**src/ipv4fhg_pkg.sv**
```systemverilog
// Shared constants and types for the IPv4 fragment header generator.
package ipv4fhg_pkg;

    // Header and fragmentation constants
    localparam logic [15:0] HdrBytes    = 16'd20;
    localparam logic [15:0] MinMtu      = 16'd68;
    localparam logic [15:0] MaxBytes    = 16'd65515;
    localparam logic [15:0] VerIhl      = 16'h4500;

    // Reset values of the configuration registers
    localparam logic [15:0] MtuReset    = 16'd1500;
    localparam logic [7:0]  TtlReset    = 8'd255;
    localparam logic [7:0]  ProtoReset  = 8'd6;

    localparam int CfgIdxW = 3;

    // Configuration register indexes
    typedef enum logic [CfgIdxW-1:0] {
        REG_LINK_MTU       = 3'd0,
        REG_SOURCE_ADDRESS = 3'd1,
        REG_DEST_ADDRESS   = 3'd2,
        REG_HOP_LIMIT      = 3'd3,
        REG_UPPER_PROTOCOL = 3'd4,
        REG_SERVICE_TYPE   = 3'd5
    } cfg_reg_t;

    // Input commands
    typedef enum logic {
        CMD_START = 1'b0,
        CMD_NEXT  = 1'b1
    } cmd_t;

    // One fragment descriptor
    typedef struct packed {
        logic [15:0] header_checksum;
        logic [15:0] total_length;
        logic        more_fragments;
        logic [12:0] piece_offset;
        logic [15:0] piece_bytes;
    } frag_desc_t;

endpackage

```
**src/ipv4_fragment_header_generator_top.sv**
```systemverilog
// IPv4 fragment header generator: input register, descriptor logic, result register.
//
// A transfer with tuser = 0 (start) opens a datagram with the length and identification
// in tdata; it gives no result. Each transfer with tuser = 1 (next) gives one fragment
// descriptor, or an error result (m_tuser = 1, all other fields zero) when nothing is
// pending. Items pass an input register and then one stage of descriptor logic into the
// result register, so one item is taken per cycle unless a next meets a stalled result
// register; the result register holds while m_tready is low and the input
// register fills behind it. The MTU-derived fragment size and the configuration part of
// the header checksum are kept in registers loaded from the values going into the
// configuration registers, so both change on the same edge. Configuration writes are
// taken on any cycle (cfg_ready is always high).
module ipv4_fragment_header_generator_top (
    input  logic        aclk,
    input  logic        aresetn,
    // Configuration write channel
    input  logic        cfg_valid,
    output logic        cfg_ready,
    input  logic [ipv4fhg_pkg::CfgIdxW-1:0] cfg_index,
    input  logic [31:0] cfg_data,
    // Input stream
    input  logic        s_tvalid,
    output logic        s_tready,
    input  logic [31:0] s_tdata,   // [15:0] datagram_bytes, [31:16] ident
    input  logic        s_tuser,   // [0] cmd
    // Result stream
    output logic        m_tvalid,
    input  logic        m_tready,
    output logic [63:0] m_tdata,   // [15:0] piece_bytes, [28:16] piece_offset,
                                   // [29] more_fragments, [45:30] total_length,
                                   // [61:46] header_checksum, [63:62] zero
    output logic        m_tuser,   // [0] no_datagram
    output logic        m_tlast    // last fragment of the datagram
);

    // Configuration registers
    logic [15:0] link_mtu_reg;
    logic [31:0] source_address_reg;
    logic [31:0] dest_address_reg;
    logic [7:0]  hop_limit_reg;
    logic [7:0]  upper_protocol_reg;
    logic [7:0]  service_type_reg;
    logic [15:0] link_mtu_next;
    logic [31:0] source_address_next;
    logic [31:0] dest_address_next;
    logic [7:0]  hop_limit_next;
    logic [7:0]  upper_protocol_next;
    logic [7:0]  service_type_next;

    assign cfg_ready = 1'b1;

    always_comb begin
        link_mtu_next       = link_mtu_reg;
        source_address_next = source_address_reg;
        dest_address_next   = dest_address_reg;
        hop_limit_next      = hop_limit_reg;
        upper_protocol_next = upper_protocol_reg;
        service_type_next   = service_type_reg;
        if (!aresetn) begin
            link_mtu_next       = ipv4fhg_pkg::MtuReset;
            source_address_next = '0;
            dest_address_next   = '0;
            hop_limit_next      = ipv4fhg_pkg::TtlReset;
            upper_protocol_next = ipv4fhg_pkg::ProtoReset;
            service_type_next   = '0;
        end else if (cfg_valid) begin
            unique case (cfg_index)
                ipv4fhg_pkg::REG_LINK_MTU:       link_mtu_next       = cfg_data[15:0];
                ipv4fhg_pkg::REG_SOURCE_ADDRESS: source_address_next = cfg_data;
                ipv4fhg_pkg::REG_DEST_ADDRESS:   dest_address_next   = cfg_data;
                ipv4fhg_pkg::REG_HOP_LIMIT:      hop_limit_next      = cfg_data[7:0];
                ipv4fhg_pkg::REG_UPPER_PROTOCOL: upper_protocol_next = cfg_data[7:0];
                ipv4fhg_pkg::REG_SERVICE_TYPE:   service_type_next   = cfg_data[7:0];
                default: ;
            endcase
        end
    end

    always_ff @(posedge aclk) begin
        link_mtu_reg       <= link_mtu_next;
        source_address_reg <= source_address_next;
        dest_address_reg   <= dest_address_next;
        hop_limit_reg      <= hop_limit_next;
        upper_protocol_reg <= upper_protocol_next;
        service_type_reg   <= service_type_next;
    end

    // Values derived from configuration, loaded together with the registers
    logic [15:0] room_reg;      // room after the header, clamped MTU less 20
    logic [15:0] full_len_reg;  // room rounded down to whole 8-byte blocks
    logic [15:0] full_tot_reg;  // total length of a non-final fragment
    logic [18:0] cfg_sum_reg;   // sum of the header words set by configuration
    logic [15:0] mtu_eff;
    logic [15:0] room_next;

    always_comb begin
        mtu_eff   = (link_mtu_next < ipv4fhg_pkg::MinMtu) ? ipv4fhg_pkg::MinMtu
                                                          : link_mtu_next;
        room_next = mtu_eff - ipv4fhg_pkg::HdrBytes;
    end

    always_ff @(posedge aclk) begin
        room_reg     <= room_next;
        full_len_reg <= {room_next[15:3], 3'b000};
        full_tot_reg <= {room_next[15:3], 3'b000} + ipv4fhg_pkg::HdrBytes;
        cfg_sum_reg  <= {3'b000, ipv4fhg_pkg::VerIhl | {8'h00, service_type_next}}
                      + {3'b000, hop_limit_next, upper_protocol_next}
                      + {3'b000, source_address_next[31:16]}
                      + {3'b000, source_address_next[15:0]}
                      + {3'b000, dest_address_next[31:16]}
                      + {3'b000, dest_address_next[15:0]};
    end

    // Input register
    logic        in_valid_reg;
    logic        in_cmd_reg;
    logic [15:0] in_bytes_reg;
    logic [15:0] in_ident_reg;
    logic        advance;

    assign s_tready = !in_valid_reg || advance;

    always_ff @(posedge aclk) begin
        if (!aresetn) begin
            in_valid_reg <= 1'b0;
        end else if (s_tready) begin
            in_valid_reg <= s_tvalid;
        end
    end

    always_ff @(posedge aclk) begin
        if (s_tready && s_tvalid) begin
            in_cmd_reg   <= s_tuser;
            in_bytes_reg <= s_tdata[15:0];
            in_ident_reg <= s_tdata[31:16];
        end
    end

    // Datagram state
    logic [15:0] bytes_left_reg;
    logic [12:0] next_offset_reg;
    logic [15:0] current_ident_reg;

    // A start is consumed at once; a next needs room in the result register
    logic is_next;
    assign is_next = (in_cmd_reg == ipv4fhg_pkg::CMD_NEXT);
    assign advance = in_valid_reg && (!is_next || !m_tvalid || m_tready);

    // Descriptor logic
    logic               fin;
    logic               empty;
    logic [15:0]        len;
    logic [15:0]        tot;
    logic [15:0]        flags_off;
    logic [19:0]        sum;
    logic [16:0]        fold1;
    logic [15:0]        fold2;
    ipv4fhg_pkg::frag_desc_t desc;

    always_comb begin
        empty     = (bytes_left_reg == 16'd0);
        fin       = (bytes_left_reg <= room_reg);
        len       = fin ? bytes_left_reg : full_len_reg;
        tot       = fin ? (bytes_left_reg + ipv4fhg_pkg::HdrBytes) : full_tot_reg;
        flags_off = {2'b00, !fin, next_offset_reg};
        sum       = {1'b0, cfg_sum_reg} + {4'h0, tot} + {4'h0, current_ident_reg}
                  + {4'h0, flags_off};
        // end-around carry, twice covers the width
        fold1     = {1'b0, sum[15:0]} + {13'd0, sum[19:16]};
        fold2     = fold1[15:0] + {15'd0, fold1[16]};
        desc.piece_bytes     = len;
        desc.piece_offset    = next_offset_reg;
        desc.more_fragments  = !fin;
        desc.total_length    = tot;
        desc.header_checksum = ~fold2;
        if (empty) begin
            desc = '0;
        end
    end

    // State update
    always_ff @(posedge aclk) begin
        if (!aresetn) begin
            bytes_left_reg    <= '0;
            next_offset_reg   <= '0;
            current_ident_reg <= '0;
        end else if (advance) begin
            if (!is_next) begin
                bytes_left_reg    <= (in_bytes_reg > ipv4fhg_pkg::MaxBytes)
                                     ? ipv4fhg_pkg::MaxBytes : in_bytes_reg;
                next_offset_reg   <= '0;
                current_ident_reg <= in_ident_reg;
            end else if (!empty) begin
                bytes_left_reg  <= bytes_left_reg - len;
                next_offset_reg <= next_offset_reg + len[15:3];
            end
        end
    end

    // Result register
    logic                    out_valid_reg;
    ipv4fhg_pkg::frag_desc_t out_desc_reg;
    logic                    out_err_reg;
    logic                    out_last_reg;

    always_ff @(posedge aclk) begin
        if (!aresetn) begin
            out_valid_reg <= 1'b0;
        end else if (advance && is_next) begin
            out_valid_reg <= 1'b1;
        end else if (m_tready) begin
            out_valid_reg <= 1'b0;
        end
    end

    always_ff @(posedge aclk) begin
        if (advance && is_next) begin
            out_desc_reg <= desc;
            out_err_reg  <= empty;
            out_last_reg <= fin && !empty;
        end
    end

    assign m_tvalid = out_valid_reg;
    assign m_tdata  = {2'b00, out_desc_reg};
    assign m_tuser  = out_err_reg;
    assign m_tlast  = out_last_reg;

    // Checks
    a_err_fields_zero: assert property (@(posedge aclk) disable iff (!aresetn)
        (m_tvalid && m_tuser) |-> (m_tdata == 64'd0 && !m_tlast))
        else $error("error result carries nonzero fields");

    a_last_vs_mf: assert property (@(posedge aclk) disable iff (!aresetn)
        (m_tvalid && !m_tuser) |-> (m_tlast == !out_desc_reg.more_fragments))
        else $error("last and more_fragments disagree");

    a_total_len: assert property (@(posedge aclk) disable iff (!aresetn)
        (m_tvalid && !m_tuser) |->
        (out_desc_reg.total_length == out_desc_reg.piece_bytes + ipv4fhg_pkg::HdrBytes))
        else $error("total length does not match fragment bytes");

    a_bytes_bound: assert property (@(posedge aclk) disable iff (!aresetn)
        bytes_left_reg <= ipv4fhg_pkg::MaxBytes)
        else $error("pending byte count out of range");

    a_result_held: assert property (@(posedge aclk) disable iff (!aresetn)
        (m_tvalid && !m_tready) |=> (m_tvalid && $stable(m_tdata) && $stable(m_tlast)))
        else $error("stalled result changed");

endmodule
```
**config.mk**
```make
export PLATFORM = sky130hd
export DESIGN_NAME = ipv4_fragment_header_generator_top
export DESIGN_NICKNAME = d
export VERILOG_FILES = /design/src/ipv4fhg_pkg.sv /design/src/ipv4_fragment_header_generator_top.sv
export SDC_FILE = /design/constraint.sdc
export NUM_CORES = 1
export LEC_CHECK = 0
export ABC_AREA = 0
export BUFFER_PORTS_ARGS = -buffer_cell sky130_fd_sc_hd__buf_2
export CAP_MARGIN = 20
export CELL_PAD_IN_SITES_DETAIL_PLACEMENT = 0
export CELL_PAD_IN_SITES_GLOBAL_PLACEMENT = 1
export CORE_MARGIN = 3
export CORE_UTILIZATION = 43
export CTS_CLUSTER_SIZE = 14
export DETAILED_ROUTE_END_ITERATION = 7
export HOLD_SLACK_MARGIN = 0.15
export PLACE_DENSITY = 0.79
export SETUP_SLACK_MARGIN = 0.3
export SYNTH_ARGS = -nofsm -noshare
export SYNTH_HDL_FRONTEND = slang
export SYNTH_SLANG_ARGS = --single-unit
```
**constraint.sdc**
```tcl
create_clock -name aclk -period 9.2 [get_ports aclk]
set_clock_uncertainty 0.05 [all_clocks]
set_input_delay 0 -clock aclk [delete_from_list [all_inputs] [get_ports aclk]]
set_output_delay 0 -clock aclk [all_outputs]
set_load 0.01 [all_outputs]
```
==> out/qor.csv, run 1 <==
stage,metric,value,unit
status,status,"finished, final reports clean",
finish,fin_cells,2546,
finish,fin_util,53.0,%
logic_synthesis,synth-edff-count,95,
logic_synthesis,synthCells,1766,
logic_synthesis,ys_seq_area_share,40.2,%
finish,antenna_cells,0,
drt,wl_per_cell,18.7,um
finish,multi_input_area,0.00951,mm2
run,cap_violations,0,
pwr,power.leakage,8.91,nW
sta,fin_crit,8470,ps
global_route,grt_usage,22.7,%
drt,postRouteWirelength,47500,um
cts,insertion_delay,540,ps
place,place.port_buffers,138,
setup_path,critPathKind,flop to flop,
sta,slew_headroom,29.5,%
global_route,grt_pass1_wl,73800,um
cts,root_buffer,clkbuf_16,
global_route,grt_pass1_vias,13145,
die,initial_core_util,43.7,%
finish,area_delta_synth_final,21.3,%
cts,cts_htree_levels,2,
cts,cts_buffers,34,
setup_path,startpoint_type,flop,
drt,postRouteAntennaNets,0,
global_route,grt_overflow,0,
setup_path,r2r_setup_slack,730,ps
die,dieArea,0.0419,mm2
sta,fmax,118,MHz
die,core.rowCount,72,
cts,clock-sinks,293,
logic_synthesis,synth-seq-cells,293,
finish,drive_gt1_share,13.7,%
hold_path,hold_path_end,in_bytes_reg[9],
finish,final_nets,2259,
cts,clock_path_buffers,3,
sta,setup_violations,0,
logic_synthesis,yosysTopAreaCell,dfxtp_1,
logic_synthesis,netlist_area,0.0170,mm2
place,gp_congestion,0.906,
drt,avgViaCountPerCell,5.22,
sta,finalCritPeriodShare,92.0,%
logic_synthesis,syn_avg_cell_area,9.60,um2
setup_path,cp_common_cell,ha_1,
place,place_hpwl,34900,um
cts,cts_tree,built,
setup_path,regToRegEndpoint,m_tdata[60],
sta,report.final.hold_viol_count,0,
drt,num_vias,13288,
die,ioPinCount,142,
die,chipWidth,205,um
setup_path,path_max_fanout,5,
cts,clk_pin_slew,60,ps
setup_path,crit_arrival,8680,ps
logic_synthesis,yosysWarnings,0,
die,fp.coreArea,0.0388,mm2
logic_synthesis,synth_area_leaders,"dfxtp_1, edfxtp_1, fa_1",
finish,seq_area,0.00682,mm2
drt,dr.pass1.iters,5,
sta,final-max-slew-violation-count,0,
die,die-height,205,um
drt,drc,0,
logic_synthesis,synth_cell_types,85,
hold_path,hold_start,s_tdata[9],
place,dp_cells,2368,
sta,finalSetupTns,0,ps
logic_synthesis,async_flop_share,0,%
hold_path,hp-class,input port to flop,
logic_synthesis,synth_flop_cell,dfxtp_1,
pwr,power_density,234,mW/mm2
finish,largest_reg_flops,60,
setup_path,slowest_delay,550,ps
sta,worst_pin_slew,1060,ps
setup_path,crit_path_end_kind,flop,
finish,fillers,3479,
pwr,power,4.81,mW
sta,rsz0062_at_grt,yes,
global_route,grt_max_degree,113,
setup_path,r2r-start,full_len_reg[15],
setup_path,reg2regPathDepth,33,
setup_path,worstPathRequired,9410,ps
drt,drt_iter0_drc,824,
setup_path,slowest_stage,a2111o_1,
pwr,vdd_drop_max,0.126,mV
logic_synthesis,synth.top_cell.area_share,23.4,%
global_route,antenna_found_initial,1,
hold_path,min_path_cells,2,
critical path: cells and delay by family, from the launching register on:
kind	cells	cell delay, ps
compound gates	11	2940
xor+xnor	1	200
fa+ha+maj	6	1990
buf+inv	3	300
flops	1	370
mux	1	350
simple gates	11	1990
metal layers:
metal	up-vias	global-route usage (%)	share of wire (%)
li1	6498	-	-
met1	6370	31.3	46
met2	337	36.2	45
met3	81	3.80	5.4
met4	2	8.26	3.4
met5	-	0	0.027
power by group:
group          leakage (nW)  internal [mW]  switching, mW
Sequential             2.51           1.47         0.0553
Combinational          5.85          0.781           1.15
Clock                 0.561          0.814          0.546
cells by family (layout without fill, tap and decap cells):
logic type               after synthesis  in the layout  synth area share [%]
AND/OR/NAND/NOR                      633            633                  17.4
AO/OA/AOI/OAI                        331            332                  13.6
flip-flops                           293            293                  40.2
buffers and inverters                207            466                  4.80
adder cells (fa/ha/maj)              184            184                  17.5
XOR/XNOR                              91             91                  4.83
multiplexers                          25             25                  1.62
other                                  2              4                0.0443
cell usage in the layout (no fill, tap or decap), types with 40 or more instances in the layout:
master         Yosys  routed
nand2_1          340     340
dfxtp_1          198     198
buf_2              1     137
inv_1            133     133
dlygate4sd3_1      0     108
ha_1              96      96
edfxtp_1          95      95
a21boi_0          91      91
fa_1              88      88
nor2_1            71      70
a21oi_1           65      65
xnor2_1           47      47
xor2_1            41      41
nand3_1           40      40
o21ai_0           44      40
Yosys cell counts, types with 44 or more instances:
library cell / count
ha_1: 96
a21boi_0: 91
inv_1: 133
fa_1: 88
a21oi_1: 65
xnor2_1: 47
nand2_1: 340
clkbuf_1: 56
o21ai_0: 44
nor2_1: 71
dfxtp_1: 198
edfxtp_1: 95
layout make-up:
cell class / count / area share [%]
multi-input cells: 1269 / 46.2
flip-flops and latches: 293 / 33.1
repair buffers: 271 / 9.60
clock buffers: 47 / 4.83
well taps: 518 / 3.15
inverters: 133 / 2.43
clock inverters: 15 / 0.633
how the worst max path moves through the flow:
stage                        to  slack (ps)  cells after the start              start
floorplan           m_tdata[60]         440                     36  bytes_left_reg[1]
global placement    m_tdata[60]         610                     33  bytes_left_reg[5]
detailed placement  m_tdata[60]         400                     32  bytes_left_reg[5]
CTS                 m_tdata[61]         370                     32  bytes_left_reg[5]
global route        m_tdata[60]         140                     33   full_len_reg[15]
finish              m_tdata[60]         730                     33   full_len_reg[15]
per-stage QoR:
step / hold WS [ps] / setup WS [ps] / cell area (um2)
4_1_cts: 158 / 368 / 20400
6_report: 175 / 733 / 20600
2_1_floorplan: 48.9 / 441 / 17000
3_5_place_dp: 129 / 402 / 18200
5_1_grt: 182 / 138 / 20600
3_3_place_gp: 127 / 606 / 18200
timing repair:
| item | 4_1_cts | 5_1_grt |
|---|---|---|
| hold buffers | 108 | 0 |
| hold endpoints to repair | 165 | 0 |
| buffers inserted | 0 | 7 |
| resized for setup | 0 | 20 |
| endpoints found under the setup margin | 0 | 9 |
Note: power is estimated with default switching activity, not from simulation.
==> inputs of run 2 (changes only) <==
Settings changed: BUFFER_PORTS_ARGS -buffer_cell sky130_fd_sc_hd__buf_2 to not set, CORE_UTILIZATION 43 to 46, DONT_BUFFER_PORTS set to 1, PLACE_DENSITY 0.79 to 0.8.
==> out/qor.csv, run 2 (synthesized netlist as in run 1, its figures left out) <==
stage,metric,value,unit,change
status,status,"finished, final reports clean",,unchanged
sta,finalCritPeriodShare,91.8,%,was 92.0%
die,dieArea,0.0392,mm2,was 0.0419 mm2
cts,clock-sinks,293,,unchanged
finish,final_cell_mix,"nand2_1, dfxtp_1, inv_1, dlygate4sd3_1, edfxtp_1",,"was nand2_1, dfxtp_1, buf_2, inv_1, dlygate4sd3_1"
cts,cts_buffers,31,,was 34
finish,final_common_cell,nand2_1,,unchanged
pwr,p_seq_share,33.2,%,was 31.7%
die,ioPinCount,142,,unchanged
finish,fin_cells,2378,,was 2546
sta,fmax,118,MHz,about the same
drt,drc,0,,unchanged
place,place_hpwl,33600,um,was 34900 um
sta,setup_violations,0,,unchanged
global_route,grt_usage,23.5,%,was 22.7%
cts,cts_htree_levels,1,,was 2
cts,root_buffer,clkbuf_16,,unchanged
pwr,vdd_drop_max,0.166,mV,was 0.126 mV
sta,slew_headroom,29.1,%,was 29.5%
setup_path,crit_arrival,8790,ps,was 8680 ps
drt,wl_met3,2620,um,was 2550 um
place,gp_congestion,0.922,,was 0.906
drt,avgViaCountPerCell,5.49,,was 5.22
pwr,internal-power,2.91,mW,was 3.06 mW
finish,largest_reg_flops,60,,unchanged
sta,finalSetupTns,0,ps,unchanged
cts,cts_tree,built,,unchanged
run,cap_violations,0,,unchanged
finish,final_nets,2147,,was 2259
cts,insertion_delay,580,ps,was 540 ps
pwr,combinationalPowerShare,41.0,%,was 40.1%
pwr,power_switching,1.73,mW,was 1.75 mW
die,die-height,198,um,was 205 um
cts,clk_pin_slew,60,ps,about the same
sta,rsz0062_at_grt,no,,was yes
sta,report.final.hold_viol_count,0,,unchanged
setup_path,critPathKind,flop to flop,,unchanged
setup_path,critPathTopFamily,compound AO/OA/AOI/OAI gates,,unchanged
setup_path,slowest_stage,a2111o_1,,unchanged
setup_path,startpoint_type,flop,,unchanged
die,fp.coreArea,0.0359,mm2,was 0.0388 mm2
setup_path,crit_path_end_kind,flop,,unchanged
drt,dr.pass1.iters,5,,unchanged
global_route,grt_overflow,0,,unchanged
global_route,antenna_found_initial,2,,was 1
pwr,pwr-share-clk,25.8,%,was 28.3%
drt,postRouteAntennaNets,0,,unchanged
setup_path,path_buf_inv,1,,was 3
sta,fin_crit,8450,ps,was 8470 ps
sta,worst_pin_slew,1060,ps,about the same
global_route,grt_max_degree,163,,was 113
die,core.rowCount,69,,was 72
drt,wl_met2,21800,um,was 21600 um
place,dp_cells,2171,,was 2368
setup_path,cp_common_cell,ha_1,,unchanged
drt,postRouteWirelength,46700,um,was 47500 um
place,place.port_buffers,0,,was 138
sta,final-max-slew-violation-count,0,,unchanged
drt,num_vias,13061,,was 13.3k
setup_path,path_max_fanout,7,,was 5
drt,highest_layer,met4,,was met5
setup_path,slowest_delay,570,ps,was 550 ps
setup_path,worstPathRequired,9550,ps,was 9410 ps
drt,wl_met1,21100,um,was 21800 um
pwr,power.leakage,8.37,nW,was 8.91 nW
global_route,grt_pass1_wl,72600,um,was 73800 um
finish,area_delta_synth_final,18.1,%,was 21.3%
pwr,p_sw_share,37.3,%,was 36.3%
global_route,grt_pass1_vias,12877,,was 13.1k
pwr,power_density,232,mW/mm2,was 234 mW/mm2
cts,clock_path_buffers,3,,unchanged
drt,wl_per_cell,19.6,um,was 18.7 um
finish,drive_gt1_share,7.89,%,was 13.7%
die,chipWidth,198,um,was 205 um
die,initial_core_util,47.2,%,was 43.7%
drt,drt_iter0_drc,752,,was 824
hold_path,hp-class,input port to flop,,unchanged
## run 2: cell count changes in the layout (fill, tap and decap cells not counted), moves of 3 or more
cell,previous run,this run
a21oi_1,65,61
dlygate4sd3_1,108,133
clkbuf_16,37,31
clkinvlp_4,0,3
a21oi_2,0,4
buf_2,137,0
## run 2: power groups by stage
stage          Clock, mW  Combinational (mW)  Sequential [mW]
2_1_floorplan          0                1.33             1.55
3_5_place_dp           0                1.72             1.57
6_report            1.20                1.90             1.54
5_1_grt             1.27                2.12             1.55
3_3_place_gp           0                1.71             1.57
4_1_cts             1.23                1.80             1.54
## run 2: final timing paths
path	startpoint	endpoint	slack [ps]	depth (start not counted)
setup / recovery	bytes_left_reg[15]	m_tdata[60]	750	31
hold / removal	cfg_data[30]	source_address_reg[30]	180	5
setup reg to reg	bytes_left_reg[15]	m_tdata[60]	750	31
hold reg to reg	current_ident_reg[13]	current_ident_reg[13]	420	2
## run 2: stage by stage
step	cell area (um2)	hold WS, ps	power, mW	worst slack (ps)	utilization (%)
detailed placement	17400	48.9	3.29	299	48.5
global placement	17400	48.9	3.28	500	48.5
floorplan	17000	48.9	2.87	441	-
CTS	19700	153	4.56	315	54.9
global route	20000	196	4.94	167	55.8
finish	20000	184	4.65	754	55.8
## run 2: worst reg2reg max path: cells and delay by family, from the launching register on
kind	cells	cell delay [ps]
compound gates	13	3540
xor+xnor	1	140
fa+ha+maj	7	2100
buf+inv	1	50
flops	1	390
mux	1	400
simple gates	8	1600
## run 2: routing by layer
layer / track usage, % / vias up
li1: - / 6282
met1: 32.6 / 6322
met2: 39.2 / 384
met3: 3.34 / 73
met4: 5.69 / 0
met5: 0 / -
## run 2: layout make-up
class	count	area, um2
antenna	2	5.00
clock buffer	41	833
clock inverter	17	125
fill	3167	15900
inverter	133	499
multi-input combinational	1270	9580
sequential	293	6820
tap	461	577
timing repair buffer	161	1590
## run 2: timing repair
action	CTS	global route
hold endpoints to repair	251	0
endpoints found under the setup margin	1	10
hold buffers	134	0
gates resized for setup	0	36
pin swaps	1	9
buffers inserted	0	11
gates cloned	0	2
==> inputs of run 3 (changes only) <==
Settings changed: CORE_UTILIZATION 46 to 50, PLACE_DENSITY 0.8 to 0.82.
Clock period 9.2 ns to 7.82 ns, I/O delays scaled along.
==> out/qor.csv, run 3 (synthesized netlist as in run 1, its figures left out) <==
stage,metric,value,unit,change
sta,slew_headroom,37.9,%,was 29.1%
cts,cts_buffers,34,,was 31
setup_path,reg2regPathDepth,36,,was 31
global_route,grt_pass1_vias,13471,,was 12.9k
finish,finalInstanceArea,0.0206,mm2,was 0.0200 mm2
sta,setup_slack,210,ps,was 754 ps
place,dp_cells,2190,,was 2171
pwr,power_switching,2.12,mW,was 1.73 mW
place,dp_worst_setup_slack,-22.5,ps,was 299 ps
die,dieArea,0.0362,mm2,was 0.0392 mm2
global_route,grt_use_met1,33.4,%,was 32.6%
finish,area_delta_synth_final,21.6,%,was 18.1%
place,place_hpwl,33400,um,was 33600 um
global_route,top_usage_layer,met2,,unchanged
setup_path,crit_path_end_kind,flop,,unchanged
finish,final_common_cell,nand2_1,,unchanged
die,chipWidth,190,um,was 198 um
hold_path,min_path_cells,4,,was 5
finish,fillers,2710,,was 3167
setup_path,crit_arrival,7830,ps,was 8790 ps
cts,clock_path_buffers,3,,unchanged
finish,final_cell_mix,"nand2_1, dfxtp_1, inv_1, dlygate4sd3_1, edfxtp_1",,unchanged
place,placed_area,0.0178,mm2,was 0.0174 mm2
global_route,grt_max_degree,163,,unchanged
drt,dr.pass1.iters,5,,unchanged
finish,largest_reg_flops,60,,unchanged
setup_path,slowest_delay,490,ps,was 570 ps
status,status,"finished, final reports clean",,unchanged
setup_path,path_buf_inv,5,,was 1
cts,insertion_delay,530,ps,was 580 ps
die,initial_core_util,51.5,%,was 47.2%
global_route,antenna_found_initial,1,,was 2
global_route,grt_overflow,0,,unchanged
finish,drive_gt1_share,12.2,%,was 7.89%
sta,worst_pin_slew,928,ps,was 1060 ps
cts,cts_htree_levels,2,,was 1
sta,final-max-slew-violation-count,0,,unchanged
global_route,use_met3,5.55,%,was 3.34%
drt,drt_iter0_drc,1000,,was 752
pwr,combinationalPowerShare,40.8,%,was 41.0%
finish,seq_area,0.00683,mm2,was 0.00682 mm2
hold_path,hp-class,input port to flop,,unchanged
pwr,internal-power,3.82,mW,was 2.91 mW
drt,num_vias,13236,,was 13.1k
pwr,vdd_drop_max,0.197,mV,was 0.166 mV
cts,clk_pin_slew,60,ps,about the same
place,place.port_buffers,0,,unchanged
finish,fin_util,62.6,%,was 55.8%
setup_path,startpoint_type,flop,,unchanged
sta,finalCritPeriodShare,97.3,%,was 91.8%
setup_path,critPathTopFamily,compound AO/OA/AOI/OAI gates,,unchanged
setup_path,worstPathRequired,8040,ps,was 9550 ps
finish,final_nets,2185,,was 2147
drt,avgViaCountPerCell,5.52,,was 5.49
sta,fmax,131,MHz,was 118 MHz
cts,cts_tree,built,,unchanged
setup_path,critPathKind,flop to flop,,unchanged
setup_path,slowest_stage,fa_1,,was a2111o_1
setup_path,cp.depth,36,,was 31
pwr,p_sw_share,35.6,%,was 37.3%
setup_path,path_max_fanout,7,,unchanged
global_route,grt_pass1_wl,73100,um,was 72600 um
finish,fin_cells,2396,,was 2378
cts,root_buffer,clkbuf_16,,unchanged
die,ioPinCount,142,,unchanged
die,core.rowCount,66,,was 69
pwr,p_seq_share,30.4,%,was 33.2%
run,cap_violations,0,,unchanged
drt,postRouteWirelength,46600,um,was 46700 um
sta,setup_violations,0,,unchanged
pwr,power_density,288,mW/mm2,was 232 mW/mm2
drt,wl_per_cell,19.5,um,was 19.6 um
sta,fin_crit,7610,ps,was 8450 ps
sta,fin_hold_ws,182,ps,was 184 ps
pwr,power.leakage,8.71,nW,was 8.37 nW
place,gp_congestion,0.916,,was 0.922
cts,clock-sinks,293,,unchanged
pwr,pwr-share-clk,28.8,%,was 25.8%
drt,drc,0,,unchanged
global_route,grt_usage,25.7,%,was 23.5%
global_route,use_met2,42.9,%,was 39.2%
sta,rsz0062_at_grt,yes,,was no
pwr,power,5.94,mW,was 4.65 mW
sta,report.final.hold_viol_count,0,,unchanged
sta,finalSetupTns,0,ps,unchanged
finish,multi_input_area,0.00969,mm2,was 0.00958 mm2
die,die-height,190,um,was 198 um
drt,postRouteAntennaNets,0,,unchanged
die,fp.coreArea,0.0329,mm2,was 0.0359 mm2
[run 3: cell types whose count changed in the layout (fill, tap and decap cells not counted), moves of 5 or more]
cell           previous run  this run
clkbuf_16                31        36
dfxtp_2                   0         6
dlygate4sd3_1           133       121
clkbuf_1                  8         1
dfxtp_1                 198       191
inv_2                     0         6
ha_4                      0         9
ha_1                     94        84
buf_4                    25        72
inv_1                   133       127
[run 3: metal layers]
metal	vias to the layer above	share of wire (%)	routed length, um
met5	-	0	0
met4	0	3.2	1490
met3	87	7.0	3270
met2	451	47	21800
met1	6355	43	20100
li1	6343	-	-
[run 3: layout make-up]
| class | count | share of cell area (%) |
|---|---|---|
| clock buffers | 43 | 4.79 |
| well taps | 442 | 2.68 |
| repair buffers | 198 | 8.86 |
| multi-input cells | 1268 | 47.0 |
| diodes | 1 | 0.0121 |
| flip-flops and latches | 293 | 33.1 |
| clock inverters | 18 | 1.11 |
| inverters | 133 | 2.42 |
[run 3: power by group through the flow]
stage                     Clock (mW)  Sequential (mW)  Combinational [mW]
final                           1.71             1.81                2.43
after CTS                       1.74             1.80                2.32
after floorplan                    0             1.82                1.63
after detailed placement           0             1.84                2.18
after global placement             0             1.84                2.16
after global routing            1.80             1.81                2.68
[run 3: worst paths after layout]
kind / startpoint / endpoint / slack [ps]
setup / recovery: full_len_reg[6] / m_tdata[61] / 210
hold / removal: cfg_index[2] / source_address_reg[20] / 180
setup reg to reg: full_len_reg[6] / m_tdata[61] / 210
hold reg to reg: current_ident_reg[14] / current_ident_reg[14] / 430
[run 3: tightest hold or removal path: cells and delay by family]
family | cells | cell delay [ps]
AO/OA/AOI/OAI | 1 | 120
AND/OR/NAND/NOR | 3 | 540
[run 3: timing repair]
action,CTS,global route
buffers inserted,14,8
setup endpoints to repair,7,11
hold endpoints to repair,249,0
hold buffers,122,0
gates resized for setup,18,29
pin swaps,21,36
